$ cat src/sv/mdpwm_pkg.sv
// Shared types, constants and helper functions for the menu-driven PWM motor controller.
`default_nettype none

package mdpwm_pkg;

  localparam int unsigned ADC_BITS = 12;
  localparam int unsigned PCT_W    = 7;
  localparam int unsigned TPP_W    = 16;
  localparam int unsigned COUNT_W  = PCT_W + TPP_W;
  localparam int unsigned CFG_W    = 16;
  localparam int unsigned CFG_IDX_W = 2;

  localparam logic [PCT_W-1:0] PCT_FULL = 7'd100;

  typedef enum logic [1:0] {
    MODE_DIR  = 2'd0,
    MODE_CTRL = 2'd1,
    MODE_TERM = 2'd2,
    MODE_POT  = 2'd3
  } mode_t;

  typedef enum logic [1:0] {
    OP_KEY    = 2'd0,
    OP_SAMPLE = 2'd1,
    OP_TICK   = 2'd2
  } op_t;

  typedef enum logic [CFG_IDX_W-1:0] {
    CFG_TICKS_PER_PCT = 2'd0,
    CFG_POT_THRESHOLD = 2'd1
  } cfg_idx_t;

  localparam logic [1:0] DIR_NONE = 2'd0;
  localparam logic [1:0] DIR_CW   = 2'd1;
  localparam logic [1:0] DIR_CCW  = 2'd2;

  localparam logic [7:0] KEY_0 = 8'h30;
  localparam logic [7:0] KEY_1 = 8'h31;
  localparam logic [7:0] KEY_2 = 8'h32;
  localparam logic [7:0] KEY_6 = 8'h36;
  localparam logic [7:0] KEY_H = 8'h68;
  localparam logic [7:0] KEY_A = 8'h61;

  typedef struct packed {
    logic [1:0]          operation;
    logic [7:0]          key_code;
    logic [ADC_BITS-1:0] adc_sample;
  } in_req_t;

  typedef struct packed {
    logic             drive_cw;
    logic             drive_ccw;
    logic [PCT_W-1:0] speed_percent;
    logic [1:0]       rotation_dir;
    logic [1:0]       mode_now;
    logic             status_changed;
  } out_req_t;

  // sample*100 >> ADC_BITS, always below 100
  function automatic logic [PCT_W-1:0] pot_speed(input logic [ADC_BITS-1:0] v);
    logic [ADC_BITS+PCT_W-1:0] prod;
    prod = (ADC_BITS+PCT_W)'(v) * (ADC_BITS+PCT_W)'(PCT_FULL);
    return prod[ADC_BITS+PCT_W-1:ADC_BITS];
  endfunction

  function automatic logic [PCT_W-1:0] key_speed(input logic [2:0] k);
    logic [PCT_W-1:0] s;
    case (k)
      3'd0: s = 7'd0;
      3'd1: s = 7'd50;
      3'd2: s = 7'd60;
      3'd3: s = 7'd70;
      3'd4: s = 7'd80;
      3'd5: s = 7'd90;
      3'd6: s = 7'd100;
      default: s = 7'd0;
    endcase
    return s;
  endfunction

endpackage

`default_nettype wire

$ cat src/sv/menu_driven_pwm_motor_controller_core.sv
// Top level: menu state, PWM countdown and registered result of the motor controller.
// The result is registered: it appears in the cycle after its request is accepted.
// Throughput: one request per cycle; the result register is the only stage, and a new
// request is taken whenever that register is empty or being drained in the same cycle.
// Per request the slowest path is one 7x16 multiply of a percentage by ticks_per_percent.
// Reset (synchronous, rst_n low): menu back to direction choice, motor stopped, all
// speeds and counts zero, registers back to 800 ticks per percent and threshold 20.
`default_nettype none

module menu_driven_pwm_motor_controller_core (
  input  wire logic                                clk,
  input  wire logic                                rst_n,
  input  wire logic                                in_valid,
  output      logic                                in_ready,
  input  wire mdpwm_pkg::in_req_t                  in_data,
  output      logic                                out_valid,
  input  wire logic                                out_ready,
  output      mdpwm_pkg::out_req_t                 out_data,
  input  wire logic                                cfg_valid,
  output      logic                                cfg_ready,
  input  wire logic [mdpwm_pkg::CFG_IDX_W-1:0]     cfg_index,
  input  wire logic [mdpwm_pkg::CFG_W-1:0]         cfg_data
);

  mdpwm_pkg::mode_t                  mode_r, mode_nxt;
  logic [1:0]                        dir_r, dir_nxt;
  logic                              level_r, level_nxt;
  logic [mdpwm_pkg::COUNT_W-1:0]     count_r, count_nxt;
  logic [mdpwm_pkg::PCT_W-1:0]       duty_r, duty_nxt;
  logic [mdpwm_pkg::ADC_BITS-1:0]    pot_r, pot_nxt;
  logic [mdpwm_pkg::TPP_W-1:0]       tpp_r;
  logic [mdpwm_pkg::ADC_BITS-1:0]    thresh_r;
  logic                              out_valid_r;
  mdpwm_pkg::out_req_t               out_data_r, out_data_nxt;

  logic                              in_acc;
  logic                              running;
  logic [mdpwm_pkg::PCT_W-1:0]       mul_pct;
  logic [mdpwm_pkg::PCT_W-1:0]       tick_pct;
  logic                              tick_level;
  logic [mdpwm_pkg::COUNT_W-1:0]     reload;
  logic [mdpwm_pkg::ADC_BITS-1:0]    diff;

  assign in_ready  = !out_valid_r || out_ready;
  assign in_acc    = in_valid && in_ready;
  assign out_valid = out_valid_r;
  assign out_data  = out_data_r;
  assign cfg_ready = 1'b1;
  assign running   = (mode_r == mdpwm_pkg::MODE_TERM) || (mode_r == mdpwm_pkg::MODE_POT);

  // level and reload percentage at countdown expiry
  always_comb begin
    if (duty_r == '0) begin
      tick_level = 1'b0;
      tick_pct   = mdpwm_pkg::PCT_FULL;
    end else if (duty_r >= mdpwm_pkg::PCT_FULL) begin
      tick_level = 1'b1;
      tick_pct   = mdpwm_pkg::PCT_FULL;
    end else if (!level_r) begin
      tick_level = 1'b1;
      tick_pct   = duty_r;
    end else begin
      tick_level = 1'b0;
      tick_pct   = mdpwm_pkg::PCT_FULL - duty_r;
    end
    // a motor start (key request) always reloads the full period
    mul_pct = (in_data.operation == mdpwm_pkg::OP_KEY) ? mdpwm_pkg::PCT_FULL : tick_pct;
    reload  = mdpwm_pkg::COUNT_W'(mul_pct) * mdpwm_pkg::COUNT_W'(tpp_r);
    diff    = (in_data.adc_sample >= pot_r) ? in_data.adc_sample - pot_r
                                            : pot_r - in_data.adc_sample;
  end

  // next state
  always_comb begin
    mode_nxt  = mode_r;
    dir_nxt   = dir_r;
    level_nxt = level_r;
    count_nxt = count_r;
    duty_nxt  = duty_r;
    pot_nxt   = pot_r;
    case (in_data.operation)
      mdpwm_pkg::OP_KEY: begin
        case (mode_r)
          mdpwm_pkg::MODE_DIR: begin
            if (in_data.key_code == mdpwm_pkg::KEY_1) begin
              dir_nxt  = mdpwm_pkg::DIR_CW;
              mode_nxt = mdpwm_pkg::MODE_CTRL;
            end else if (in_data.key_code == mdpwm_pkg::KEY_2) begin
              dir_nxt  = mdpwm_pkg::DIR_CCW;
              mode_nxt = mdpwm_pkg::MODE_CTRL;
            end
          end
          mdpwm_pkg::MODE_CTRL: begin
            if (in_data.key_code == mdpwm_pkg::KEY_1) begin
              mode_nxt  = mdpwm_pkg::MODE_TERM;
              level_nxt = 1'b0;
              count_nxt = reload;
            end else if (in_data.key_code == mdpwm_pkg::KEY_2) begin
              mode_nxt  = mdpwm_pkg::MODE_POT;
              duty_nxt  = mdpwm_pkg::pot_speed(pot_r);
              level_nxt = 1'b0;
              count_nxt = reload;
            end
          end
          default: begin
            if (in_data.key_code == mdpwm_pkg::KEY_H) begin
              dir_nxt = mdpwm_pkg::DIR_CW;
            end else if (in_data.key_code == mdpwm_pkg::KEY_A) begin
              dir_nxt = mdpwm_pkg::DIR_CCW;
            end else if (mode_r == mdpwm_pkg::MODE_TERM &&
                         in_data.key_code >= mdpwm_pkg::KEY_0 &&
                         in_data.key_code <= mdpwm_pkg::KEY_6) begin
              duty_nxt = mdpwm_pkg::key_speed(in_data.key_code[2:0]);
            end
          end
        endcase
      end
      mdpwm_pkg::OP_SAMPLE: begin
        if (mode_r == mdpwm_pkg::MODE_POT && diff >= thresh_r) begin
          pot_nxt  = in_data.adc_sample;
          duty_nxt = mdpwm_pkg::pot_speed(in_data.adc_sample);
        end
      end
      mdpwm_pkg::OP_TICK: begin
        if (running) begin
          if (count_r > mdpwm_pkg::COUNT_W'(1)) begin
            count_nxt = count_r - mdpwm_pkg::COUNT_W'(1);
          end else begin
            level_nxt = tick_level;
            count_nxt = reload;
          end
        end
      end
      default: begin
      end
    endcase
  end

  // result
  always_comb begin
    out_data_nxt.drive_cw       = (dir_nxt == mdpwm_pkg::DIR_CW) ? level_nxt : 1'b0;
    out_data_nxt.drive_ccw      = (dir_nxt != mdpwm_pkg::DIR_CW) ? level_nxt : 1'b0;
    out_data_nxt.speed_percent  = duty_nxt;
    out_data_nxt.rotation_dir   = dir_nxt;
    out_data_nxt.mode_now       = mode_nxt;
    out_data_nxt.status_changed = (duty_nxt != duty_r) || (dir_nxt != dir_r) ||
                                  (mode_nxt != mode_r);
  end

  always_ff @(posedge clk) begin
    if (!rst_n) begin
      mode_r      <= mdpwm_pkg::MODE_DIR;
      dir_r       <= mdpwm_pkg::DIR_NONE;
      level_r     <= 1'b0;
      count_r     <= '0;
      duty_r      <= '0;
      pot_r       <= '0;
      tpp_r       <= 16'd800;
      thresh_r    <= 12'd20;
      out_valid_r <= 1'b0;
    end else begin
      if (in_acc) begin
        mode_r  <= mode_nxt;
        dir_r   <= dir_nxt;
        level_r <= level_nxt;
        count_r <= count_nxt;
        duty_r  <= duty_nxt;
        pot_r   <= pot_nxt;
      end
      if (cfg_valid && cfg_ready) begin
        case (cfg_index)
          mdpwm_pkg::CFG_TICKS_PER_PCT: tpp_r    <= cfg_data;
          mdpwm_pkg::CFG_POT_THRESHOLD: thresh_r <= cfg_data[mdpwm_pkg::ADC_BITS-1:0];
          default: begin
          end
        endcase
      end
      if (in_acc) begin
        out_valid_r <= 1'b1;
      end else if (out_ready) begin
        out_valid_r <= 1'b0;
      end
    end
  end

  always_ff @(posedge clk) begin
    if (in_acc) begin
      out_data_r <= out_data_nxt;
    end
  end

`ifndef SYNTHESIS
  a_drive_exclusive: assert property (@(posedge clk) disable iff (!rst_n)
    out_valid_r |-> !(out_data_r.drive_cw && out_data_r.drive_ccw))
    else $error("both drive outputs high");

  a_speed_range: assert property (@(posedge clk) disable iff (!rst_n)
    duty_r <= mdpwm_pkg::PCT_FULL)
    else $error("duty above 100 percent");

  a_dir_chosen: assert property (@(posedge clk) disable iff (!rst_n)
    mode_r != mdpwm_pkg::MODE_DIR |-> dir_r != mdpwm_pkg::DIR_NONE)
    else $error("menu past direction choice without a direction");

  a_run_sticky: assert property (@(posedge clk) disable iff (!rst_n)
    running |=> running)
    else $error("left run mode");

  a_idle_level: assert property (@(posedge clk) disable iff (!rst_n)
    !running |-> !level_r)
    else $error("pwm level high while motor stopped");
`endif

endmodule

`default_nettype wire
$ cat config.mk
export PLATFORM = sky130hd
export DESIGN_NAME = menu_driven_pwm_motor_controller_core
export DESIGN_NICKNAME = d
export VERILOG_FILES = /design/src/sv/mdpwm_pkg.sv /design/src/sv/menu_driven_pwm_motor_controller_core.sv
export SDC_FILE = /design/constraint.sdc
export NUM_CORES = 1
export LEC_CHECK = 0
export ABC_AREA = 1
export BUFFER_PORTS_ARGS = -buffer_cell sky130_fd_sc_hd__buf_4
export CAP_MARGIN = 20
export CORE_ASPECT_RATIO = 0.75
export CORE_MARGIN = 5
export CORE_UTILIZATION = 39
export DETAILED_ROUTE_END_ITERATION = 8
export GPL_TIMING_DRIVEN = 0
export HOLD_SLACK_MARGIN = 0.03
export PLACE_DENSITY_LB_ADDON = 0.15
export SYNTH_ARGS = -nofsm -noshare
export SYNTH_HDL_FRONTEND = slang
export SYNTH_SLANG_ARGS = --single-unit
$ cat constraint.sdc
create_clock -name clk -period 5.4 [get_ports clk]
set_input_delay 0.81 -clock clk [delete_from_list [all_inputs] [get_ports clk]]
set_output_delay 0.81 -clock clk [all_outputs]
set_load 0.005 [all_outputs]
== Word level (Yosys, flattened, before mapping) ==
Cells that the tools add are included.
Word-level totals
  bits in read-only memories: 0
  output and inout port bits: 17
  bits in latches: 0
  bits in registers: 90
  memories kept: 0
  input bits: 45
  bits in writable memories: 0
  logic and storage cells: 114
Operators by class
  reduce and logical (&&, ||, !) cells: 19
  mux-type cells: 43
  magnitude comparators: 6
  divide/modulo/power cells: 0
  $mul: 3
  shifts and indexed selects: 0
  add/subtract/negate cells: 4
  equality and inequality tests: 24
  bitwise logic cells: 0
Operators with widths (number)
  two-way mux 23 bit: 5
  two-way mux 7 bit: 10
  case mux 23 bit (2 select lines): 1
  case mux 7 bit (6 select lines): 1
  multiplier 12 x 5 -> 17 bit (second input constant): 2
  case mux 7 bit (2 select lines): 2
  greater-or-equal comparator 12 bit: 2
  subtractor 12 bit: 2
  > comparator 23 x 1 -> 1 bit (second input constant): 1
  multiplier 7 x 16 -> 23 bit: 1
  subtractor 23 x 1 -> 23 bit (second input constant): 1
  two-way mux 2 bit: 10
  equality test 8 x 6 -> 1 bit (second input constant): 2
  equality test 8 x 7 -> 1 bit (second input constant): 2
  two-way mux 12 bit: 1
  two-way mux 1 bit: 10
  equality test 3 bit (second input constant): 3
  equality test 2 x 1 -> 1 bit (second input constant): 4
  greater-or-equal comparator 8 x 6 -> 1 bit (second input constant): 1
  <= comparator 8 x 6 -> 1 bit (second input constant): 1
  case mux 2 bit (2 select lines): 2
  greater-or-equal comparator 7 bit (second input constant): 1
  zero test 7 bit: 1
  != test 7 bit: 1
  other kinds (17): 32

== Logic depth before layout (Yosys ltp) ==
Gate-level depths: netlist of run 1.
  depth after elaboration: 11
  gate-level depth with buffers: 34
  gate-level depth less buffers: 34

== Worst setup path before layout of run 1 ==
No wires, ideal clock.
  kind: input -> register
  start: input port in_data[21] (netlist bit)
  end: register count_r[22] (netlist bit)
  data required time: 5.334 ns
  stages: 26
  arrival: 5.589 ns
  setup slack: -0.256 ns
  path buffers: 2
  library setup time: 0.066 ns
  cell sequence: buf_2 > nor2_4 > inv_1 > nand2_1 > nor2_4 > inv_2 > nor2_1 > buf_2 > nor2_1 > fa_1 > inv_1 > fa_1 > inv_1 > fa_1 > inv_1 > fa_1 > inv_1 > ha_1 > a21oi_1 > o21ai_0 > a21oi_1 > nand3_1 > or2_2 > nand3_1 > o211ai_2 > a21oi_2
Between the ends
  cells in the longest elaborated chain, start to end: 7
  elaborated cells on any way between the ends: 15
  those cells by class: 1 x mul; 4 x eq/ne; 7 x mux; 3 x reduce/logical
RTL lines
  from (decl): RTL line menu_driven_pwm_motor_controller_core.sv:15  | input wire mdpwm_pkg::in_req_t in_data,
  zero test 2 bit: RTL line menu_driven_pwm_motor_controller_core.sv:67, menu_driven_pwm_motor_controller_core.sv:81
  two-way mux 7 bit: RTL line menu_driven_pwm_motor_controller_core.sv:67  | mul_pct = (in_data.operation == mdpwm_pkg::OP_KEY) ? mdpwm_pkg::PCT_FULL : tick_pct;
  multiplier 7 x 16 -> 23 bit: RTL line menu_driven_pwm_motor_controller_core.sv:68  | reload = mdpwm_pkg::COUNT_W'(mul_pct) * mdpwm_pkg::COUNT_W'(tpp_r);
  two-way mux 23 bit: RTL line menu_driven_pwm_motor_controller_core.sv:98  | end else if (in_data.key_code == mdpwm_pkg::KEY_2) begin
  two-way mux 23 bit: RTL line menu_driven_pwm_motor_controller_core.sv:94  | if (in_data.key_code == mdpwm_pkg::KEY_1) begin
  two-way mux 23 bit: RTL line menu_driven_pwm_motor_controller_core.sv:83  | case (mode_r)
  case mux 23 bit (2 select lines): RTL line menu_driven_pwm_motor_controller_core.sv:81  | case (in_data.operation)
  to (signal assigned): RTL line menu_driven_pwm_motor_controller_core.sv:166  | count_r <= count_nxt;
  to (decl): RTL line menu_driven_pwm_motor_controller_core.sv:28  | logic [mdpwm_pkg::COUNT_W-1:0] count_r, count_nxt;
Several ways; a longest one is shown, not always the timed one. The select of a mux whose other input is x is not followed.
A chain may end at the register's enable or synchronous reset.

== Worst setup path after layout of run 1 ==
  start: register duty_r[1] (netlist bit)
  end: register count_r[15] (netlist bit)
Between the ends
  cells in the longest elaborated chain, start to end: 10
  elaborated cells on any way between the ends: 14
  those cells by class: 1 x add/sub; 1 x mul; 1 x order compare; 10 x mux; 1 x reduce/logical
RTL lines
  from (decl): RTL line menu_driven_pwm_motor_controller_core.sv:29  | logic [mdpwm_pkg::PCT_W-1:0] duty_r, duty_nxt;
  from (signal assigned): RTL line menu_driven_pwm_motor_controller_core.sv:167  | duty_r <= duty_nxt;
  subtractor 7 bit: RTL line menu_driven_pwm_motor_controller_core.sv:64  | tick_pct = mdpwm_pkg::PCT_FULL - duty_r;
  two-way mux 7 bit: RTL line menu_driven_pwm_motor_controller_core.sv:59  | end else if (!level_r) begin
  two-way mux 7 bit: RTL line menu_driven_pwm_motor_controller_core.sv:56  | end else if (duty_r >= mdpwm_pkg::PCT_FULL) begin
  two-way mux 7 bit *: RTL line menu_driven_pwm_motor_controller_core.sv:53  | if (duty_r == '0) begin
  two-way mux 7 bit *: RTL line menu_driven_pwm_motor_controller_core.sv:67
  multiplier 7 x 16 -> 23 bit *: RTL line menu_driven_pwm_motor_controller_core.sv:68
  two-way mux 23 bit: RTL line menu_driven_pwm_motor_controller_core.sv:98
  two-way mux 23 bit: RTL line menu_driven_pwm_motor_controller_core.sv:94
  two-way mux 23 bit: RTL line menu_driven_pwm_motor_controller_core.sv:83
  case mux 23 bit (2 select lines) *: RTL line menu_driven_pwm_motor_controller_core.sv:81
Every way passes the cells marked *; elsewhere a longest branch is shown, timed or not. The select of a mux whose other input is x is not followed.

==> metrics.md, run 1 <==
| Metric | Value |
|---|---|
| Status | `complete, but fails checks` |
| Failing checks | `setup timing` |
| Post-synth EDFFs | `14` |
| # setup viols final | `6` |
| Die Area | `35800 sq um` |
| Post-CTS Hold Buffers | `0` |
| Final worst path period need | `5.49 ns` |
| Register area share after synthesis | `15.5%` |
| Via/cell ratio | `5.12` |
| ANT nets after route | `0` |
| Die Span X | `217 um` |
| Netlist cell types | `56` |
| Post-synthesis mux area share | `0%` |
| Worst Path Max Fanout | `4` |
| Max Fclk | `0.182 GHz` |
| Clock buffer depth | `2` |
| Clk Latency, worst-skew pair | `0.37 ns` |
| WP data required | `5.70 ns` |
| Adder-cell area share of the yosys netlist | `28.8%` |
| R2R setup slack | `-0.09 ns` |
| Post-synthesis compound-gate area fraction | `14.2%` |
| Slew HR | `29.3%` |
| Arr. time, crit path | `5.79 ns` |
| Vias in the first global route | `11800` |
| Area Overhead vs Synth | `23.0%` |
| RePlAce Congestion | `0.899` |
| Filler cell count | `3142` |
| FF+latch count, synth | `90` |
| Worst clock skew | `0.0116 ns` |
| Pre-antenna DRT Iters | `6` |
| Setup slack at placement | `-0.917 ns` |
| Clock Pin Slew Worst Setup and Hold Paths | `0.07 ns` |
| Element type at the critical path end | `flip-flop` |
| Max cap viols | `0` |
| Largest family of logic cells by synthesized area | `adder cells` |
| Max-slew violations | `0` |
| I/O Pins | `62` |
| Cts bufs inserted | `9` |
| PwrDens | `235 nW/um^2` |
| Crit path launch type | `flip-flop` |
| Static Leak | `0.00799 uW` |
| Total grt overflow | `0` |
| GR Util All Layers | `21.8%` |
| Crit path largest cell delay | `0.54 ns` |
| Initial core utilization | `39.8%` |
| Pin count of the biggest net entering global routing | `17` |
| Initial antenna violation count | `0` |
| H-tree levels | `3` |
| Total Power | `3620 uW` |
| WS Path Type | `reg -> reg` |
| CTS sink count | `90` |
| Crit-path most repeated cell | `fa_1` |
| Ys flop type | `dfxtp_1` |
| Iteration-0 DRC Markers | `922` |
| CORE AREA | `31500 sq um` |
| Nets | `2256` |
| Vias | `12200` |
| Rows | `56` |
| CP max stage cell | `fa_1` |
| Die Y | `165 um` |
| RSZ-0062 raised after global routing | `yes` |
| DR WL/cell | `16.3 um` |
| Share of layout cells above drive strength 1 | `20.4%` |
| First-pass GRT wire length | `63000 um` |
| Root Buffer | `clkbuf_16` |
| Synth Area in XOR/XNOR | `3.36%` |
| Warnings, synthesis | `0` |
| Fraction of registers with async set/reset | `0%` |
| Max IR drop VDD | `0.196 mV` |
| Residual DRC | `0` |
| Tightest Hold Check Type | `reg -> reg` |
| Fin. Hold Viols | `0` |
| Simple-gate share of the synthesized area | `25.3%` |
| Synthesized area per cell | `6.88 sq um` |
| Placed wire-length estimate | `30200 um` |
| Tightest Pin Transition | `1.06 ns` |
| Total wire length | `38800 um` |
| CTS tree | `built` |
| Final period util | `102%` |
| Area of the mapped netlist | `12500 sq um` |
| PnR worst setup slack | `-0.0874 ns` |
| Synth Instances | `1821` |
| Port bufs | `57` |
| Post-Syn Nets | `2104` |
## layer usage
metal	vias up	wire length, um	track usage (%)
met1	5680	20000	33.4
met5	-	0	0
met4	0	616	4.91
li1	6112	-	-
met3	37	2710	4.45
met2	376	15400	31.5
## sequential cells by signal, summed over array words and instances (netlist names)
name / cells
tpp_r: 16
out_data: 14
out_valid: 1
thresh_r: 12
duty_r: 7
count_r: 23
dir_r: 2
level_r: 1
pot_r: 12
mode_r: 2
## synth_stat cells (8+ instances only)
| library cell | n | share of area [%] |
|---|---|---|
| nand2_1 | 366 | 11 |
| inv_1 | 344 | 10 |
| o21bai_1 | 9 | 0.54 |
| o211ai_1 | 16 | 0.96 |
| ha_1 | 155 | 15 |
| clkbuf_1 | 17 | 0.51 |
| buf_2 | 17 | 0.68 |
| fa_1 | 83 | 13 |
| nand2_2 | 11 | 0.55 |
| o21ai_1 | 35 | 1.4 |
| a21oi_1 | 145 | 5.8 |
| nor2_1 | 164 | 4.9 |
| nor2_4 | 8 | 0.72 |
| nor2_2 | 9 | 0.45 |
| nand3_1 | 85 | 3.4 |
| edfxtp_1 | 14 | 3.4 |
| dfxtp_1 | 76 | 12 |
| inv_2 | 17 | 0.51 |
| o21ai_0 | 93 | 3.7 |
| nand4_1 | 30 | 1.5 |
| xnor2_1 | 20 | 1.4 |
| nor3_1 | 8 | 0.32 |
| xor2_1 | 28 | 2.0 |
## stage by stage
step                util [%]  hold WS (ns)  instances  setup TNS (ns)  instance area, sq um
CTS                     47.1         0.469       2363               0                 14800
detailed placement      43.3         0.461       2285           -9.92                 13600
global route            49.0         0.495       2384           -2.17                 15400
floorplan                  -         0.435       1821         -0.0152                 12600
global placement        43.2         0.454       2284          -10.36                 13600
finish                  49.0         0.467       2385          -0.271                 15400
## path summary, 6_finish.rpt
path	from	endpoint	cells past startpoint
worst max-delay path	duty_r[1]$_SDFFE_PN0P_	count_r[15]$_SDFFE_PN0P_	28
worst min-delay path	thresh_r[1]$_SDFFE_PN0P_	thresh_r[1]$_SDFFE_PN0P_	2
worst max register to register	duty_r[1]$_SDFFE_PN0P_	count_r[15]$_SDFFE_PN0P_	28
worst min register to register	thresh_r[1]$_SDFFE_PN0P_	thresh_r[1]$_SDFFE_PN0P_	2
## cell usage in the layout, fill, tap and decap left out, types with 4 or more instances in the layout
cell type / Yosys / final
a21o_1: 4 / 4
a21oi_1: 145 / 127
a21oi_2: 4 / 12
a21oi_4: 2 / 12
a31oi_1: 5 / 4
buf_12: 0 / 5
buf_2: 17 / 9
buf_4: 3 / 133
buf_6: 5 / 12
buf_8: 0 / 5
clkbuf_1: 17 / 19
clkbuf_16: 0 / 10
dfxtp_1: 76 / 72
edfxtp_1: 14 / 14
fa_1: 83 / 82
ha_1: 155 / 141
ha_4: 0 / 11
inv_1: 344 / 314
inv_2: 17 / 41
nand2_1: 366 / 344
nand2_2: 11 / 22
nand2_4: 2 / 10
nand3_1: 85 / 75
nand3_2: 5 / 13
nand3_4: 2 / 4
nand3b_1: 5 / 5
nand4_1: 30 / 30
nor2_1: 164 / 139
nor2_2: 9 / 23
nor2_4: 8 / 19
nor3_1: 8 / 4
nor3_2: 3 / 5
nor3_4: 2 / 4
o211ai_1: 16 / 16
o21ai_0: 93 / 82
o21ai_1: 35 / 36
o21ai_2: 0 / 9
o21bai_1: 9 / 7
xnor2_1: 20 / 18
xor2_1: 28 / 27
## final cells by class
class	instances	area, sq um	share of cell area (%)
Antenna cell	1	2.50	0.0162
Sequential cell	90	1950	12.7
Buffer	42	287	1.86
Timing Repair Buffer	142	1190	7.73
Clock inverter	5	55.1	0.357
Tap cell	406	508	3.30
Inverter	363	1400	9.08
Clock buffer	11	233	1.51
Multi-Input combinational cell	1325	9780	63.5
## critical path: cells and delay by family (launching register included)
kind / cells / cell delay [ns]
AND/OR/NAND/NOR: 7 / 0.57
flip-flops: 1 / 0.36
adder cells (fa/ha/maj): 6 / 2.50
AO/OA/AOI/OAI: 6 / 0.96
buffers and inverters: 8 / 0.75
XOR/XNOR: 1 / 0.24
## cell families (layout without fill, tap and decap cells)
logic type | count (synthesis) | in the layout
AOI/OAI and AO/OA | 325 | 325
xor gates and xnor gates | 48 | 48
and+or+nand+nor | 713 | 713
adders and majority gates | 238 | 238
DFF | 90 | 90
buffers and inverters | 406 | 563
other | 1 | 2
## power breakdown
group / leakage [uW] / switching (uW) / internal (uW)
clock network: 0.000137 / 300 / 358
registers: 0.000758 / 24.4 / 710
logic: 0.00710 / 1300 / 925
total: 0.00799 / 1620 / 1990
## repair_timing
action,CTS,global route
setup buffers,62,29
gates resized for setup,104,124
cloned,1,1
pin swaps,64,99
endpoints found under the setup margin,16,19
Note: power is estimated with default switching activity, not from simulation.
==> run 2, diff against run 1 <==
--- a/config.mk
+++ b/config.mk
@@ -8,7 +8,6 @@
 export ABC_AREA = 1
 export BUFFER_PORTS_ARGS = -buffer_cell sky130_fd_sc_hd__buf_4
 export CAP_MARGIN = 20
-export CORE_ASPECT_RATIO = 0.75
 export CORE_MARGIN = 5
 export CORE_UTILIZATION = 39
 export DETAILED_ROUTE_END_ITERATION = 8
==> run 2 against run 1 <==
Net effect: clock-buffer cell count shrank 2; clock skew shrank 0.0017 ns; sequential power is essentially flat; die area shrank 0.10%; the run now ends clean; core utilization shrank 0.70 points; first-iteration DRC count shrank 31%.
==> metrics.md, run 2 (same netlist as run 1, synthesis figures left out) <==
| Metric | Value |
|---|---|
| Status | `complete, no violations` |
| DR WL/cell | `15.6 um (-4.0%)` |
| CTS sink count | `90 (unchanged)` |
| Max FFs per register | `23 (unchanged)` |
| First-pass GRT wire length | `59600 um (-5.4%)` |
| Clock Pin Slew Worst Setup and Hold Paths | `0.08 ns (about the same)` |
| Arr. time, crit path | `5.69 ns (-0.10 ns)` |
| Placed wire-length estimate | `29300 um (-3.1%)` |
| Post-CTS Hold Buffers | `0 (unchanged)` |
| Element type at the critical path end | `flip-flop` |
| ANT nets after route | `0 (unchanged)` |
| CTS tree | `built` |
| Core Util, Final | `48.3% (-0.70 points)` |
| Cells after DPL | `2280 (-0.22%)` |
| CP delay by family, top | `adder cells` |
| Root Buffer | `clkbuf_16` |
| Via/cell ratio | `5.11 (-0.23%)` |
| Area Overhead vs Synth | `21.9%` |
| Initial core utilization | `39.6% (-0.22 points)` |
| Pre-antenna DRT Iters | `6 (unchanged)` |
| Antenna fix cells | `0 (-1)` |
| # setup viols final | `0 (-6)` |
| Nets | `2256 (unchanged)` |
| WS Path Type | `reg -> reg` |
| Die Y | `189 um (+15%)` |
| Tightest Hold Check Type | `reg -> reg` |
| Vias in the first global route | `12000 (+1.7%)` |
| RSZ-0062 raised after global routing | `yes` |
| Total Power | `3610 uW (-0.35%)` |
| Filler cell count | `3207 (+2.1%)` |
| Iteration-0 DRC Markers | `633 (-31%)` |
| Clk Latency, worst-skew pair | `0.37 ns (about the same)` |
| Max-slew violations | `0 (unchanged)` |
| Cts bufs inserted | `9 (unchanged)` |
| H-tree levels | `3 (unchanged)` |
| Share of layout cells above drive strength 1 | `20.0% (-0.40 points)` |
| Crit path largest cell delay | `0.51 ns (-0.03 ns)` |
| Initial antenna violation count | `0 (unchanged)` |
| Max Fclk | `0.186 GHz (+1.9%)` |
| RePlAce Congestion | `0.918 (+2.1%)` |
| CP max stage cell | `fa_1` |
| Pin count of the biggest net entering global routing | `24 (+7)` |
| I/O Pins | `62 (unchanged)` |
| Slew HR | `42.2% (+13 points)` |
| Final period util | `99.7% (-1.9 points)` |
| Static Leak | `0.00794 uW (-0.68%)` |
| Non-Filler Instances | `2380 (-0.21%)` |
| Rows | `65 (+16%)` |
| Max cap viols | `0 (unchanged)` |
| Max IR drop VDD | `0.147 mV (-25%)` |
| Die Span X | `189 um (-13%)` |
| CORE AREA | `31600 sq um (+0.56%)` |
| Die Area | `35800 sq um (-0.10%)` |
| Port bufs | `57 (unchanged)` |
| Worst Path Max Fanout | `8 (+4)` |
| Vias | `12200 (-0.43%)` |
| R2R setup slack | `0.02 ns (+0.10 ns)` |
| Tightest Pin Transition | `0.867 ns (-0.193 ns)` |
| Fin. Hold Viols | `0 (unchanged)` |
| Crit path launch type | `flip-flop` |
| Residual DRC | `0 (unchanged)` |
| Most frequent cells in the layout | `348 x nand2_1, 319 x inv_1, 141 x nor2_1, 141 x ha_1, 140 x buf_4` |
| Worst hold slack | `0.495 ns (+0.0271 ns)` |
| Setup TNS | `0 ns (+0.271 ns)` |
| Total wire length | `37100 um (-4.2%)` |
| Total grt overflow | `0 (unchanged)` |
| Worst clock skew | `0.00989 ns (-0.00174 ns)` |
| Clock buffer depth | `2 (unchanged)` |
| CP bufs+invs | `10 (+2)` |
| WP data required | `5.71 ns (about the same)` |
| Final worst path period need | `5.38 ns (-0.105 ns)` |
| Top reg by flops | `count_r` |
| PwrDens | `236 nW/um^2 (+0.54%)` |
| GR Util All Layers | `20.3% (-1.5 points)` |
| Commonest non-fill, non-tap cell in the layout | `nand2_1` |
[run 2: changes by cell type in the layout (fill, tap and decap cells not counted), moves of 4 or more]
cell,change
buf_4,+7
buf_6,-4
inv_1,+5
inv_2,-5
inv_6,+4
nand2_1,+4
nor2_4,-5
[run 2: routing by layer]
metal	vias to the layer above	wire length (um)	GRT usage, %
li1	6106	-	-
met1	5754	16700	26.2
met2	241	18500	36.2
met3	51	1050	2.16
met4	0	834	5.52
met5	-	0	0
[run 2: power breakdown]
group	total, uW	switching, uW	internal (uW)
clock	699	327	372
combinational	2170	1250	927
sequential	731	21.6	710
[run 2: timing repair]
action | 4_1_cts | 5_1_grt
cloned | 0 | 1
setup endpoints to repair | 16 | 19
resized for setup | 73 | 118
setup buffers | 52 | 38
pin swaps | 27 | 99
[run 2: final timing paths]
check	end	cells after the start	from
max	count_r[17]$_SDFFE_PN0P_	31	duty_r[1]$_SDFFE_PN0P_
min	thresh_r[1]$_SDFFE_PN0P_	2	thresh_r[1]$_SDFFE_PN0P_
min reg2reg	thresh_r[1]$_SDFFE_PN0P_	2	thresh_r[1]$_SDFFE_PN0P_
max reg2reg	count_r[17]$_SDFFE_PN0P_	31	duty_r[1]$_SDFFE_PN0P_
[run 2: metrics by stage]
stage | instance area (sq um) | worst slack, ns
after floorplan | 12600 | -0.0152
after global placement | 13600 | -0.779
after detailed placement | 13600 | -0.820
after CTS | 14600 | 0.000373
after global routing | 15300 | -0.223
final | 15300 | 0.0172
[run 2: worst register-to-register path, delay by kind of cell, from the launching register on]
family,cells,cell delay [ns]
buffers and inverters,10,0.72
adder cells (fa/ha/maj),6,2.39
AO/OA/AOI/OAI,5,0.71
flip-flops,1,0.38
AND/OR/NAND/NOR,10,1.11
[run 2: layout make-up]
cell class / instances / area [sq um] / area share [%]
Inverter: 363 / 1400 / 9.15
Tap cell: 402 / 503 / 3.29
Multi-Input combinational cell: 1325 / 9690 / 63.5
Buffer: 42 / 280 / 1.84
Clock buffer: 9 / 225 / 1.48
Sequential cell: 90 / 1950 / 12.8
Clock inverter: 7 / 87.6 / 0.574
Timing Repair Buffer: 142 / 1130 / 7.42
==> run 3, diff against run 2 <==
--- a/config.mk
+++ b/config.mk
@@ -5,7 +5,6 @@
 export SDC_FILE = /design/constraint.sdc
 export NUM_CORES = 1
 export LEC_CHECK = 0
-export ABC_AREA = 1
 export BUFFER_PORTS_ARGS = -buffer_cell sky130_fd_sc_hd__buf_4
 export CAP_MARGIN = 20
 export CORE_MARGIN = 5
==> run 3 against run 2 <==
Net effect: the run now ends with setup timing left; die area decreased by 4.8%; via count shrank 13%; synthesized cell count down 20%; core utilization fell by 0.68 points; design area down 5.4%; sequential share of layout area up 0.75 points; cell count is 17% lower; register-to-register slack got worse by 0.32 ns; largest cell class unchanged.
==> metrics.md, run 3 <==
| Metric | Value |
|---|---|
| Status | `complete, but fails checks` |
| Failing checks | `setup timing` |
| Most frequent cells in the layout | `179 x inv_1, 155 x nand2_1, 140 x ha_1` |
| Hold_sp | `thresh_r[3]$_SDFFE_PN0P_` |
| Vias | `10600 (-13%)` |
| Post-Syn Nets | `1737 (-17%)` |
| Register area share after synthesis | `16.3% (+0.83 points)` |
| Root Buffer | `clkbuf_16` |
| ANT nets after route | `0 (unchanged)` |
| Area Overhead vs Synth | `21.5%` |
| FF-to-FF Start | `duty_r[1]$_SDFFE_PN0P_` |
| Fin. Hold Viols | `0 (unchanged)` |
| Worst R2R End | `count_r[20]$_SDFFE_PN0P_` |
| Worst clock skew | `0.0131 ns (+0.00323 ns)` |
| Die Y | `185 um (-2.4%)` |
| Post-synth EDFFs | `14 (unchanged)` |
| Final worst path period need | `5.70 ns (+0.317 ns)` |
| I/O Pins | `62 (unchanged)` |
| Ys flop type | `dfxtp_1` |
| Iteration-0 DRC Markers | `544 (-14%)` |
| Register-to-Register Path Depth | `22 (-29%)` |
| Die Area | `34100 sq um (-4.8%)` |
| Tightest Pin Transition | `0.810 ns (-0.0575 ns)` |
| Synth Instances | `1454 (-20%)` |
| Synthesized area per cell | `8.17 sq um (+19%)` |
| Synth area leader | `ha_1` |
| First-pass GRT wire length | `53800 um (-9.7%)` |
| CORE AREA | `30300 sq um (-4.1%)` |
| Arr. time, crit path | `5.95 ns (+0.26 ns)` |
| Worst Path Max Fanout | `6 (-2)` |
| Synth top cells by count | `195 x inv_1, 160 x nand2_1, 155 x ha_1` |
| Hold Crit Depth | `2 (unchanged)` |
| Design Area, Final | `14400 sq um (-5.4%)` |
| WP data required | `5.65 ns (-0.06 ns)` |
| PwrDens | `184 nW/um^2 (-22%)` |
| Element type at the critical path end | `flip-flop` |
| PnR worst setup slack | `-0.300 ns (-0.317 ns)` |
| Worst Hold Path EP | `thresh_r[3]$_SDFFE_PN0P_` |
| Pre-antenna DRT Iters | `5 (-1)` |
| CTS sink count | `90 (unchanged)` |
| Clock Pin Slew Worst Setup and Hold Paths | `0.08 ns (about the same)` |
| Max IR drop VDD | `0.179 mV (+22%)` |
| # setup viols final | `12 (+12)` |
| Via/cell ratio | `5.36 (+5.0%)` |
| Final period util | `106% (+5.9 points)` |
| Initial core utilization | `39.2% (-0.42 points)` |
| DR WL/cell | `16.7 um (+7.4%)` |
| Max-slew violations | `0 (unchanged)` |
| RePlAce Congestion | `0.959 (+4.5%)` |
| Total grt overflow | `0 (unchanged)` |
| Clock buffer depth | `2 (unchanged)` |
| Rows | `64 (-1.5%)` |
| Max FFs per register | `23 (unchanged)` |
| Post-Place Cell Area | `13100 sq um (-3.5%)` |
| Post-CTS Hold Buffers | `0 (unchanged)` |
| Vias in the first global route | `10700 (-11%)` |
| Top reg by flops | `count_r` |
| Worst hold slack | `0.471 ns (-0.0231 ns)` |
| Fraction of registers with async set/reset | `0% (unchanged)` |
| Clk Latency, worst-skew pair | `0.36 ns (about the same)` |
| Area of the mapped netlist | `11900 sq um (-5.1%)` |
| Filler cell count | `2981 (-7.0%)` |
| CTS tree | `built` |
| Nets | `1855 (-18%)` |
| GR Util All Layers | `19.4% (-0.89 points)` |
| Crit path launch type | `flip-flop` |
| Slew HR | `46.0% (+3.8 points)` |
| Static Leak | `0.00660 uW (-17%)` |
| Die Span X | `185 um (-2.4%)` |
| Tightest Hold Check Type | `reg -> reg` |
| Initial antenna violation count | `0 (unchanged)` |
| R2R setup slack | `-0.30 ns (-0.32 ns)` |
| Non-Filler Instances | `1973 (-17%)` |
| Setup TNS | `-2.20 ns (-2.20 ns)` |
| Cells after DPL | `1910 (-16%)` |
| Share of the synthesized area in the top cell type | `16.3% (+0.83 points)` |
| Max Fclk | `0.175 GHz (-5.6%)` |
| WS Path Type | `reg -> reg` |
| Cts bufs inserted | `9 (unchanged)` |
| Cell with the most instances after synthesis | `inv_1` |
| Residual DRC | `0 (unchanged)` |
| Antenna fix cells | `0 (unchanged)` |
| Netlist cell types | `84 (+50%)` |
| Max cap viols | `0 (unchanged)` |
| Total wire length | `33000 um (-11%)` |
| Pin count of the biggest net entering global routing | `18 (-25%)` |
| Commonest non-fill, non-tap cell in the layout | `inv_1` |
| Placed wire-length estimate | `25800 um (-12%)` |
| H-tree levels | `3 (unchanged)` |
| FF+latch count, synth | `90 (unchanged)` |
| Synth area leaders | `ha_1 16%, fa_1 14%, dfxtp_1 13%, inv_1 6.2%, nand2_1 5.1%` |
| Total Power | `2650 uW (-26%)` |
| Share of layout cells above drive strength 1 | `19.3% (-0.69 points)` |
| Warnings, synthesis | `0 (unchanged)` |
| Port bufs | `59 (+3.5%)` |
| RSZ-0062 raised after global routing | `yes` |
## run 3: changes by cell type after synthesis, moves of 21 or more
cell	previous run	this run
and2_1	2	80
o21ai_0	93	62
mux2i_1	0	21
o21ai_1	35	4
nand2_1	366	160
nor2_1	164	78
a21boi_0	2	31
clkbuf_1	17	38
nor2b_1	0	38
inv_1	344	195
a21oi_1	145	59
nand3_1	85	21
## run 3: final cells by class
type	instances	area (sq um)	area share [%]
multi-input combinational	1118	9760	67.6
sequential	90	1950	13.5
timing repair buffer	110	881	6.10
inverter	195	742	5.14
tap	396	495	3.43
buffer	48	302	2.09
clock buffer	9	225	1.56
clock inverter	7	82.6	0.572
## run 3: cells by family (layout without fill, tap and decap cells)
kind of cell             after synthesis  count (layout)  share of synthesized area, %
buffers and inverters                246             369                          8.13
adder cells (fa/ha/maj)              238             238                          30.3
AND/OR/NAND/NOR                      503             503                          21.9
XOR/XNOR                              40              40                          2.95
flip-flops                            90              90                          16.3
multiplexers                          24              24                          2.05
other                                  1               1                        0.0316
AO/OA/AOI/OAI                        312             312                          18.3
## run 3: worst max-delay path: stages, from the launching register on
cell      delay (ns)
dfxtp_4         0.36
o21a_1          0.20
nor3_2          0.16
a21oi_2         0.10
or3_4           0.47
nor2_4          0.20
buf_6           0.15
nor2b_1         0.06
fa_1            0.50
fa_1            0.52
fa_1            0.54
inv_2           0.04
fa_1            0.51
inv_2           0.05
ha_4            0.22
buf_4           0.15
a21oi_2         0.18
o221ai_2        0.13
or2_4           0.26
a221oi_4        0.30
nor2b_4         0.22
xor2_2          0.17
a31oi_1         0.09
## run 3: metal layers
layer	wire length [um]	global-route usage [%]	vias to the layer above	part of all wire [%]
li1	-	-	5214	-
met5	0	0	-	0
met3	1120	2.27	28	3.4
met2	16800	35.1	192	51
met4	515	4.61	0	1.6
met1	14600	24.7	5142	44
## run 3: metrics by stage
stage / utilization (%) / setup slack, ns
after floorplan: - / -0.148
after global placement: 43.1 / -1.38
final: 47.6 / -0.300
after CTS: 46.2 / -0.387
after global routing: 47.6 / -0.590
after detailed placement: 43.2 / -1.37
## run 3: repair_timing
item / CTS / global route
resized for setup: 81 / 71
endpoints found under the setup margin: 43 / 27
pin swaps: 70 / 66
buffers inserted: 37 / 17
## run 3: power by group
group	switching [uW]	leakage, uW	total (uW)	internal, uW
clock	323	0.000150	692	369
sequential	23.1	0.000759	725	701
combinational	681	0.00569	1240	554
total	1030	0.00660	2650	1620
## run 3: worst max-delay path by stage
stage | startpoint | end | slack, ns | cells past startpoint
2_1_floorplan | in_data[21] | count_r[19]$_SDFFE_PN0P_ | -0.15 | 22
5_1_grt | duty_r[1]$_SDFFE_PN0P_ | count_r[20]$_SDFFE_PN0P_ | -0.59 | 23
6_report | duty_r[1]$_SDFFE_PN0P_ | count_r[20]$_SDFFE_PN0P_ | -0.30 | 22
4_1_cts | duty_r[1]$_SDFFE_PN0P_ | count_r[19]$_SDFFE_PN0P_ | -0.39 | 24
3_5_place_dp | in_data[0] | pot_r[11]$_SDFFE_PN0P_ | -1.37 | 22
3_3_place_gp | in_data[0] | pot_r[2]$_SDFFE_PN0P_ | -1.38 | 22
